--- src/design/fsa_pkg.sv ---
`timescale 1ns / 1ps

package fsa_pkg;

   // fixed field widths
   localparam int IDX_W     = 16;
   localparam int KEY_W     = 32;
   localparam int CFG_W     = 5;
   localparam int CSR_IDX_W = 1;
   localparam int STAT_W    = 2;
   localparam int STORED_W  = 9;
   localparam int ACTIVE_W  = 5;
   localparam int ALLOC_W   = 9;

   // divider retires two quotient bits a cycle
   localparam int DIV_STEPS = IDX_W / 2;
   localparam int DIV_CNT_W = $clog2(DIV_STEPS);

   typedef enum logic [1:0] {
      KIND_SET    = 2'd0,
      KIND_GET    = 2'd1,
      KIND_DELETE = 2'd2,
      KIND_CLEAR  = 2'd3
   } kind_type;

   typedef enum logic [STAT_W-1:0] {
      STAT_OK        = 2'd0,
      STAT_RANGE     = 2'd1,
      STAT_DEL_EMPTY = 2'd2
   } status_type;

   typedef enum logic [CSR_IDX_W-1:0] {
      REG_FRAGMENTS = 1'd0,
      REG_LENGTH    = 1'd1
   } csr_reg_type;

   typedef struct packed {
      logic             done;
      logic [IDX_W-1:0] quotient;
      logic [CFG_W-1:0] remainder;
   } div_out_type;

endpackage

--- src/design/fsa_div.sv ---
`timescale 1ns / 1ps

module fsa_div import fsa_pkg::*; (
   input  logic             clock,
   input  logic             reset,
   input  logic             start,
   input  logic [IDX_W-1:0] dividend,
   input  logic [CFG_W-1:0] divisor,
   output div_out_type      result
);

   logic                 busy_ff;
   logic                 done_ff;
   logic [DIV_CNT_W-1:0] cnt_ff;
   logic [IDX_W-1:0]     dvd_ff;
   logic [IDX_W-1:0]     quo_ff;
   logic [CFG_W-1:0]     rem_ff;
   logic [CFG_W-1:0]     dsr_ff;
   logic [CFG_W:0]       step1;
   logic [CFG_W:0]       step2;

   // one restoring step: {quotient bit, new remainder}
   function automatic logic [CFG_W:0] div_step(input logic [CFG_W-1:0] rem,
                                               input logic bit_in,
                                               input logic [CFG_W-1:0] dsr);
      logic [CFG_W:0] t;
      logic [CFG_W:0] d;
      begin
         t = {rem, bit_in};
         d = {1'b0, dsr};
         if (t >= d) begin
            div_step = {1'b1, CFG_W'(t - d)};
         end else begin
            div_step = {1'b0, t[CFG_W-1:0]};
         end
      end
   endfunction

   assign step1 = div_step(rem_ff, dvd_ff[IDX_W-1], dsr_ff);
   assign step2 = div_step(step1[CFG_W-1:0], dvd_ff[IDX_W-2], dsr_ff);

   always_ff @(posedge clock) begin
      if (reset) begin
         busy_ff <= 1'b0;
         done_ff <= 1'b0;
         cnt_ff  <= '0;
      end else begin
         done_ff <= 1'b0;
         if (start) begin
            busy_ff <= 1'b1;
            cnt_ff  <= '0;
         end else if (busy_ff) begin
            cnt_ff <= cnt_ff + DIV_CNT_W'(1);
            if (cnt_ff == DIV_CNT_W'(DIV_STEPS - 1)) begin
               busy_ff <= 1'b0;
               done_ff <= 1'b1;
            end
         end
      end
   end

   always_ff @(posedge clock) begin
      if (start) begin
         dvd_ff <= dividend;
         dsr_ff <= divisor;
         rem_ff <= '0;
         quo_ff <= '0;
      end else if (busy_ff) begin
         dvd_ff <= {dvd_ff[IDX_W-3:0], 2'b00};
         quo_ff <= {quo_ff[IDX_W-3:0], step1[CFG_W], step2[CFG_W]};
         rem_ff <= step2[CFG_W-1:0];
      end
   end

   assign result.done      = done_ff;
   assign result.quotient  = quo_ff;
   assign result.remainder = rem_ff;

endmodule

--- config.mk ---
export PLATFORM = sky130hd
export DESIGN_NAME = fsa_div
export DESIGN_NICKNAME = d
export VERILOG_FILES = /design/src/design/fsa_pkg.sv /design/src/design/fsa_div.sv
export SDC_FILE = /design/constraint.sdc
export NUM_CORES = 1
export LEC_CHECK = 0
export ABC_AREA = 1
export CAP_MARGIN = 20
export CORE_ASPECT_RATIO = 0.8
export CORE_MARGIN = 5
export CORE_UTILIZATION = 52
export DETAILED_ROUTE_END_ITERATION = 7
export DONT_BUFFER_PORTS = 1
export GPL_TIMING_DRIVEN = 0
export PLACE_DENSITY = 0.67
export SLEW_MARGIN = 20
export SYNTH_ARGS = -nofsm -noshare
export SYNTH_HDL_FRONTEND = slang
export SYNTH_SLANG_ARGS = --single-unit
--- constraint.sdc ---
create_clock -name clock -period 3.3 [get_ports clock]
set_input_delay 0.495 -clock clock [delete_from_list [all_inputs] [get_ports clock]]
set_output_delay 0.495 -clock clock [all_outputs]
set_load 0.1 [all_outputs]
==> flow_metrics.tcl, run 1 <==
set metrics [dict create \
    synth_common_cells "nand2_1, inv_1, dfxtp_1, edfxtp_1, nor2_1" \
    reg2reg_depth 20 \
    whs_ns 0.2632 \
    firstDrtPassIters 4 \
    area_growth_pct 10.55 \
    start_util 0.5417 \
    die_y_um 69.19 \
    setup_violations 0 \
    place_hpwl_um 3373 \
    drt_iter0_drc 86 \
    htreeDepth 2 \
    ys_ff_latch 47 \
    fin_area_um2 2517 \
    vias 1682 \
    clk_latency_ns 0.30 \
    ys_seq_area_frac 0.5055 \
    r2r-end "rem_ff[2]$_SDFFE_PP0P_" \
    relSlewSlack 0.3211 \
    antenna_found_initial 0 \
    yosysMostFrequentCell "nand2_1" \
    min_path_cells 1 \
    vdd_drop_max_v 0.0004244 \
    grt_pass1_wl_um 7631 \
    drive_above_1_share 0.1139 \
    cts.clk_slew.worst_paths_ns 0.08 \
    ant_nets 0 \
    die-width_um 83.99 \
    syn_area_um2 2277 \
    hp-class "input port to flop" \
    dp.cells 326 \
    fmaxAchievable_mhz 329.9 \
    p_leak_nw 1.131 \
    cp-end-kind "flop" \
    r2r_start "dvd_ff[15]$_DFFE_PP_" \
    crit_path_max_fanout 10 \
    crit_slowest_cell "edfxtp_1" \
    netlist.area_leader.share 0.2769 \
    synth-main-ff-cell "dfxtp_1" \
    clock_sinks 47 \
    grt_pass1_vias 1592 \
    num_antenna_cells 0 \
    cts-root-buf "clkbuf_8" \
    worstPathCellList "inv_1 -> ha_1 -> inv_1 -> fa_2 -> inv_1 -> nand2_1 -> nand3b_1 -> nand2_4 -> o21ai_2 -> inv_2 -> fa_2 -> inv_1 -> nor2_1 -> nor2_1 -> nor2_1 -> nor2_2 -> nand4_2 -> nor2_1 -> nor2_1 -> nor2_1" \
    synth_area_leaders "edfxtp_1, dfxtp_1, nand2_1" \
    tightest_slew_ns 1.017 \
    port_buffers 0 \
    hold_buffers 0 \
    num_rows 21 \
    clk_path_buf_depth 2 \
    slew_violations 0 \
    startpoint "dvd_ff[15]$_DFFE_PP_" \
    crit_buf_inv 5 \
    ys_types 30 \
    cp.required_ns 3.53 \
    hp-start "reset" \
    vias_per_cell 4.976 \
    yosys_warnings 0 \
    synth_edf_count 21 \
    synth-adder-area-share 0.08352 \
    placed_area_um2 2354 \
    finClkSkew_ns 0.003771 \
    grt_max_degree 26 \
    cts_buffers 5 \
    synth_top_family_by_area "simple AND/OR/NAND/NOR gates" \
    synth_compound_area_frac 0.08132 \
    gp_congestion 0.7761 \
    dieArea_um2 5811 \
    synth_cells 269 \
    ys_async_sr_fraction 0 \
    drv_cap 0 \
    n_fill_cell 389 \
    ios 46 \
    stdcell_count 338 \
    pre_cts_ws_ns -0.3276 \
    wl_um 4674 \
    crit_top_cell "nor2_1" \
    core-area_um2 4204 \
    min_delay_worst_endpoint "done_ff$_SDFF_PP0_" \
    slowest_delay_ns 0.42 \
    yosys-mux-area-fraction 0 \
    fin_crit_sh 0.9185 \
    setup_slack_ns 0.2690 \
    critPathLaunchType "flop" \
    drc 0 \
    grt.total_usage 0.1652 \
    hold_viol_final 0 \
    power.density_nw_per_um2 948.9 \
    synth-xor-area-share 0.007692 \
    syn_avg_cell_area_um2 8.465 \
    synth.largest_area_cell "edfxtp_1" \
    reg2reg_slack_ns 0.27 \
    fin_crit_ns 3.031 \
    synthesis.nets 307 \
    status "completed" \
    critical_path_class "flop to flop" \
    grt_overflow_total 0 \
    yosys.area_share.simple 0.2412 \
    nets 318 \
    cp_data_arrival_time_ns 3.26 \
    tritoncts "yes" \
    path_delay_family "simple AND/OR/NAND/NOR gates" \
    detail_route.wl_per_cell_um 13.83 \
]
==> how the worst max path moves through the flow <==
stage                             end  slack [ns]  cells past startpoint
3_5_place_dp   rem_ff[2]$_SDFFE_PP0P_       -0.33                     16
5_1_grt        rem_ff[0]$_SDFFE_PP0P_      -0.004                     21
2_1_floorplan  rem_ff[3]$_SDFFE_PP0P_       0.003                     17
6_report       rem_ff[2]$_SDFFE_PP0P_        0.27                     20
4_1_cts        rem_ff[2]$_SDFFE_PP0P_        0.02                     20
3_3_place_gp   rem_ff[2]$_SDFFE_PP0P_       -0.30                     16
==> kinds of logic after synthesis <==
| family | after synthesis |
|---|---|
| simple gates | 128 |
| buf+inv | 48 |
| flops | 47 |
| compound gates | 30 |
| fa+ha+maj | 14 |
| xor+xnor | 2 |
==> cell usage in the layout (no fill, tap or decap), types with 2 or more instances in the layout <==
cell      instances
a21oi_1           6
buf_4             5
clkbuf_1          7
clkbuf_8          5
dfxtp_1          21
dfxtp_4           4
edfxtp_1         21
fa_2              2
ha_1             10
ha_4              2
inv_1            40
nand2_1          89
nand2_4           2
nand3_1           6
nor2_1           18
nor2_2            2
nor3_1            2
nor3b_1           2
o21a_1            3
o21ai_0           4
o22ai_1          11
or2_2             2
==> state kept, by name (all words and copies together), names as in the netlist <==
name,cells
dsr_ff,5
dvd_ff,16
rem_ff,5
quo_ff,16
done_ff,1
busy_ff,1
cnt_ff,3
==> worst register-to-register path: stages (launching register included) <==
cell      delay (ns)
edfxtp_1        0.42
inv_1           0.08
ha_1            0.13
inv_1           0.06
fa_2            0.36
inv_1           0.06
nand2_1         0.05
nand3b_1        0.15
nand2_4         0.11
o21ai_2         0.14
inv_2           0.07
fa_2            0.37
inv_1           0.07
nor2_1          0.05
nor2_1          0.09
nor2_1          0.06
nor2_2          0.20
nand4_2         0.19
nor2_1          0.16
nor2_1          0.05
nor2_1          0.07
==> timing repair <==
| item | CTS | global route |
|---|---|---|
| pin swaps | 0 | 3 |
| endpoints found under the hold margin | 0 | 0 |
| endpoints found under the setup margin | 6 | 6 |
| buffers inserted | 0 | 4 |
| gates resized for setup | 3 | 12 |
==> metrics by stage <==
step	power [mW]	utilization	TNS, ns
final	2.389	0.5988	0
after global routing	2.602	0.5988	-0.004167
after CTS	2.273	0.5810	0
after detailed placement	1.927	0.5598	-1.677
after global placement	1.909	0.5595	-1.487
after floorplan	1.752	-	0
==> power by group <==
part           internal [mW]  switching (mW)  total [mW]
sequential             0.692           0.314        1.01
clock                  0.151           0.187       0.338
combinational          0.431           0.614        1.05
total                   1.27            1.12        2.39
==> per-layer routing <==
metal  global-route usage  part of all wire  vias to the layer above
met2               0.2445              0.45                       35
li1                     -                 -                      875
met1               0.2291              0.48                      765
met4              0.06607             0.015                        0
met5                    0                 0                        -
met3              0.04513             0.053                        7
==> layout make-up <==
class,count,area (µm²),area share
Sequential cell,47,1167,0.4637
Inverter,41,153.9,0.06113
Clock inverter,1,6.256,0.002485
Tap cell,57,71.32,0.02833
Multi-Input combinational cell,174,980.9,0.3897
Timing Repair Buffer,4,30.03,0.01193
Buffer,7,31.28,0.01243
Clock buffer,7,76.32,0.03032
No activity file was read; power rests on OpenSTA's default activity.
==> run 2, diff against run 1 <==
Settings changed: ABC_AREA 1 to not set, GPL_ROUTABILITY_DRIVEN set to 1.
==> run 2 against run 1 <==
Effect of this change: the run now ends with setup timing left; synthesized cell count down 28%; critical path depth down 6; combinational power about the same; sequential power down 4%; clock skew down 0.00096 ns; non-clock buffer count up 17; worst hold slack worse by 0.0066 ns; total power down 0.99%; critical path type unchanged; largest cell class unchanged; cell area up 6.6%; clock power up 2%.
==> flow_metrics.tcl, run 2 <==
set metrics [dict create \
    setup_violations 2 \
    power.share.combinational 0.445 \
    synth_area_leaders "edfxtp_1, dfxtp_1, mux2i_1" \
    tritoncts "yes" \
    drv_cap 0 \
    syn_area_um2 2251 \
    r2r_start "rem_ff[3]$_SDFFE_PP0P_" \
    grt_pass1_wl_um 7983 \
    p_int_mw 1.367 \
    critPathLaunchType "flop" \
    fin_area_um2 2683 \
    violations "setup timing" \
    fmaxAchievable_mhz 302.1 \
    min_delay_worst_endpoint "busy_ff$_SDFF_PP0_" \
    cts-root-buf "clkbuf_8" \
    nets 258 \
    wl_um 5004 \
    grt_overflow_total 0 \
    hp-start "reset" \
    cp-end-kind "flop" \
    core-area_um2 4178 \
    fin_crit_ns 3.310 \
    dieArea_um2 5753 \
    vias 1567 \
    cts.clk_slew.worst_paths_ns 0.08 \
    relSlewSlack 0.3154 \
    netlist.area_leader.share 0.2802 \
    grt_pass1_vias 1666 \
    critical_path_class "flop to flop" \
    p_clk_frac 0.146 \
    power.density_nw_per_um2 881.6 \
    cp_data_arrival_time_ns 3.49 \
    crit_buf_inv 3 \
    clock_sinks 47 \
    synth_common_cells "dfxtp_1, edfxtp_1, nor2_1, mux2i_1, inv_1" \
    rsz0062_at_grt "yes" \
    yosys_warnings 0 \
    finClkSkew_ns 0.002811 \
    area_growth_pct 19.18 \
    reg2reg_depth 14 \
    synth_cells 195 \
    cp.required_ns 3.48 \
    drive_above_1_share 0.3167 \
    synth_edf_count 21 \
    hold_viol_final 0 \
    switching_power_mw 0.9977 \
    ant_nets 0 \
    p_seq_frac 0.409 \
    setup_slack_ns -0.01002 \
    cts_buffers 5 \
    firstDrtPassIters 4 \
    r2r-end "rem_ff[4]$_SDFFE_PP0P_" \
    fin_crit_sh 1.003 \
    worstPathCellList "ha_1 -> a2111oi_2 -> o21a_1 -> or2_4 -> buf_4 -> a21oi_2 -> inv_2 -> fa_2 -> nand3_2 -> a31oi_2 -> a311o_1 -> buf_2 -> a32oi_1 -> o31ai_1" \
    ys_types 37 \
    synth-main-ff-cell "dfxtp_1" \
    drc 0 \
    synthesis.nets 233 \
    p_leak_nw 1.067 \
    vdd_drop_max_v 0.0004391 \
    min_path_cells 1 \
    clk_latency_ns 0.30 \
    reg2reg_slack_ns -0.01 \
    syn_avg_cell_area_um2 11.54 \
    dp.cells 252 \
    ys_async_sr_fraction 0 \
    ios 46 \
    crit_slowest_cell "dfxtp_4" \
    vias_per_cell 5.637 \
    path_delay_family "compound AO/OA/AOI/OAI gates" \
    layout_common_cells "nor2_1, dfxtp_1, edfxtp_1" \
    crit_path_max_fanout 5 \
    startpoint "rem_ff[3]$_SDFFE_PP0P_" \
    slew_violations 0 \
    ys_seq_area_frac 0.5114 \
    grt_max_degree 17 \
    num_antenna_cells 0 \
    stdcell_count 278 \
    placed_area_um2 2390 \
    detail_route.wl_per_cell_um 18.00 \
    grt.total_usage 0.1807 \
    gp_congestion 0.8131 \
    start_util 0.5388 \
    post-route-util 0.6421 \
    antenna_found_initial 0 \
    die-width_um 83.56 \
    htreeDepth 2 \
    synth.largest_area_cell "edfxtp_1" \
    yosysMostFrequentCell "dfxtp_1" \
    ys_ff_latch 47 \
    port_buffers 0 \
    tightest_slew_ns 1.025 \
    swShare 0.4218 \
    drt_iter0_drc 111 \
    status "finished, violations left" \
    die_y_um 68.85 \
    num_rows 21 \
    slowest_delay_ns 0.56 \
    top_regs "dvd_ff: 16 flops, quo_ff: 16 flops" \
    clk_path_buf_depth 2 \
    place_hpwl_um 3352 \
    hp-class "input port to flop" \
]
## run 2: cell types whose count changed after synthesis, sizes merged, moves of 8 or more
| cell | change |
|---|---|
| nand2 | -88 |
| o22ai | -11 |
| mux2 | +14 |
| inv | -26 |
| nor3 | +8 |
| mux2i | +19 |
## run 2: kinds of logic after synthesis
logic type	share of synthesized area
muxes	0.1545
buffers and inverters	0.04669
xor gates and xnor gates	0.02335
DFF	0.5114
AOI/OAI and AO/OA	0.08950
adders and majority gates	0.08449
and+or+nand+nor	0.09006
## run 2: layout make-up
class	instances	area (µm²)
clock buffers	6	72.57
fillers	325	1495
flip-flops and latches	47	1167
repair buffers	19	140.1
well taps	57	71.32
inverters	15	56.30
plain buffers	9	45.04
multi-input cells	123	1114
clock inverters	2	16.27
## run 2: stage by stage
stage	setup WS, ns	total power [mW]	setup TNS (ns)	hold slack [ns]
2_1_floorplan	0.02411	1.586	0	0.4972
3_3_place_gp	-0.4032	1.721	-1.771	0.5068
3_5_place_dp	-0.4186	1.735	-1.895	0.5297
4_1_cts	0.0003335	2.263	0	0.2537
5_1_grt	-0.1944	2.494	-0.8698	0.2523
6_report	-0.01002	2.365	-0.01071	0.2566
## run 2: how the worst max path moves through the flow
stage                     slack [ns]                     end  cells past startpoint
after detailed placement       -0.42  rem_ff[3]$_SDFFE_PP0P_                     17
final                          -0.01  rem_ff[4]$_SDFFE_PP0P_                     14
after floorplan                 0.02  rem_ff[3]$_SDFFE_PP0P_                     17
after global placement         -0.40  rem_ff[3]$_SDFFE_PP0P_                     17
after CTS                     0.0003  rem_ff[3]$_SDFFE_PP0P_                     17
after global routing           -0.19  rem_ff[0]$_SDFFE_PP0P_                     16
## run 2: timing repair
action                                  in CTS  in global routing
gates resized for setup                     13                  5
buffers inserted                            15                  4
pin swaps                                    6                  6
hold buffers                                 0                  0
gates cloned                                 0                  1
endpoints found under the setup margin       6                  6
## run 2: per-layer routing
metal,wire [µm],global-route usage
met5,0,0
met2,2404,0.3056
met3,393,0.05938
met4,101,0.08635
met1,2104,0.2130
## run 2: worst register-to-register path, delay by kind of cell (launching register included)
kind | cells | cell delay (ns)
AOI/OAI and AO/OA | 7 | 1.13
adders and majority gates | 2 | 0.71
buffers and inverters | 3 | 0.39
and+or+nand+nor | 2 | 0.41
DFF | 1 | 0.56
## run 2: power by group through the flow
stage	sequential, mW	clock [mW]	combinational [mW]
2_1_floorplan	0.953	0	0.633
3_3_place_gp	0.972	0	0.749
3_5_place_dp	0.975	0	0.760
4_1_cts	0.966	0.352	0.945
5_1_grt	0.975	0.380	1.14
6_report	0.967	0.345	1.05
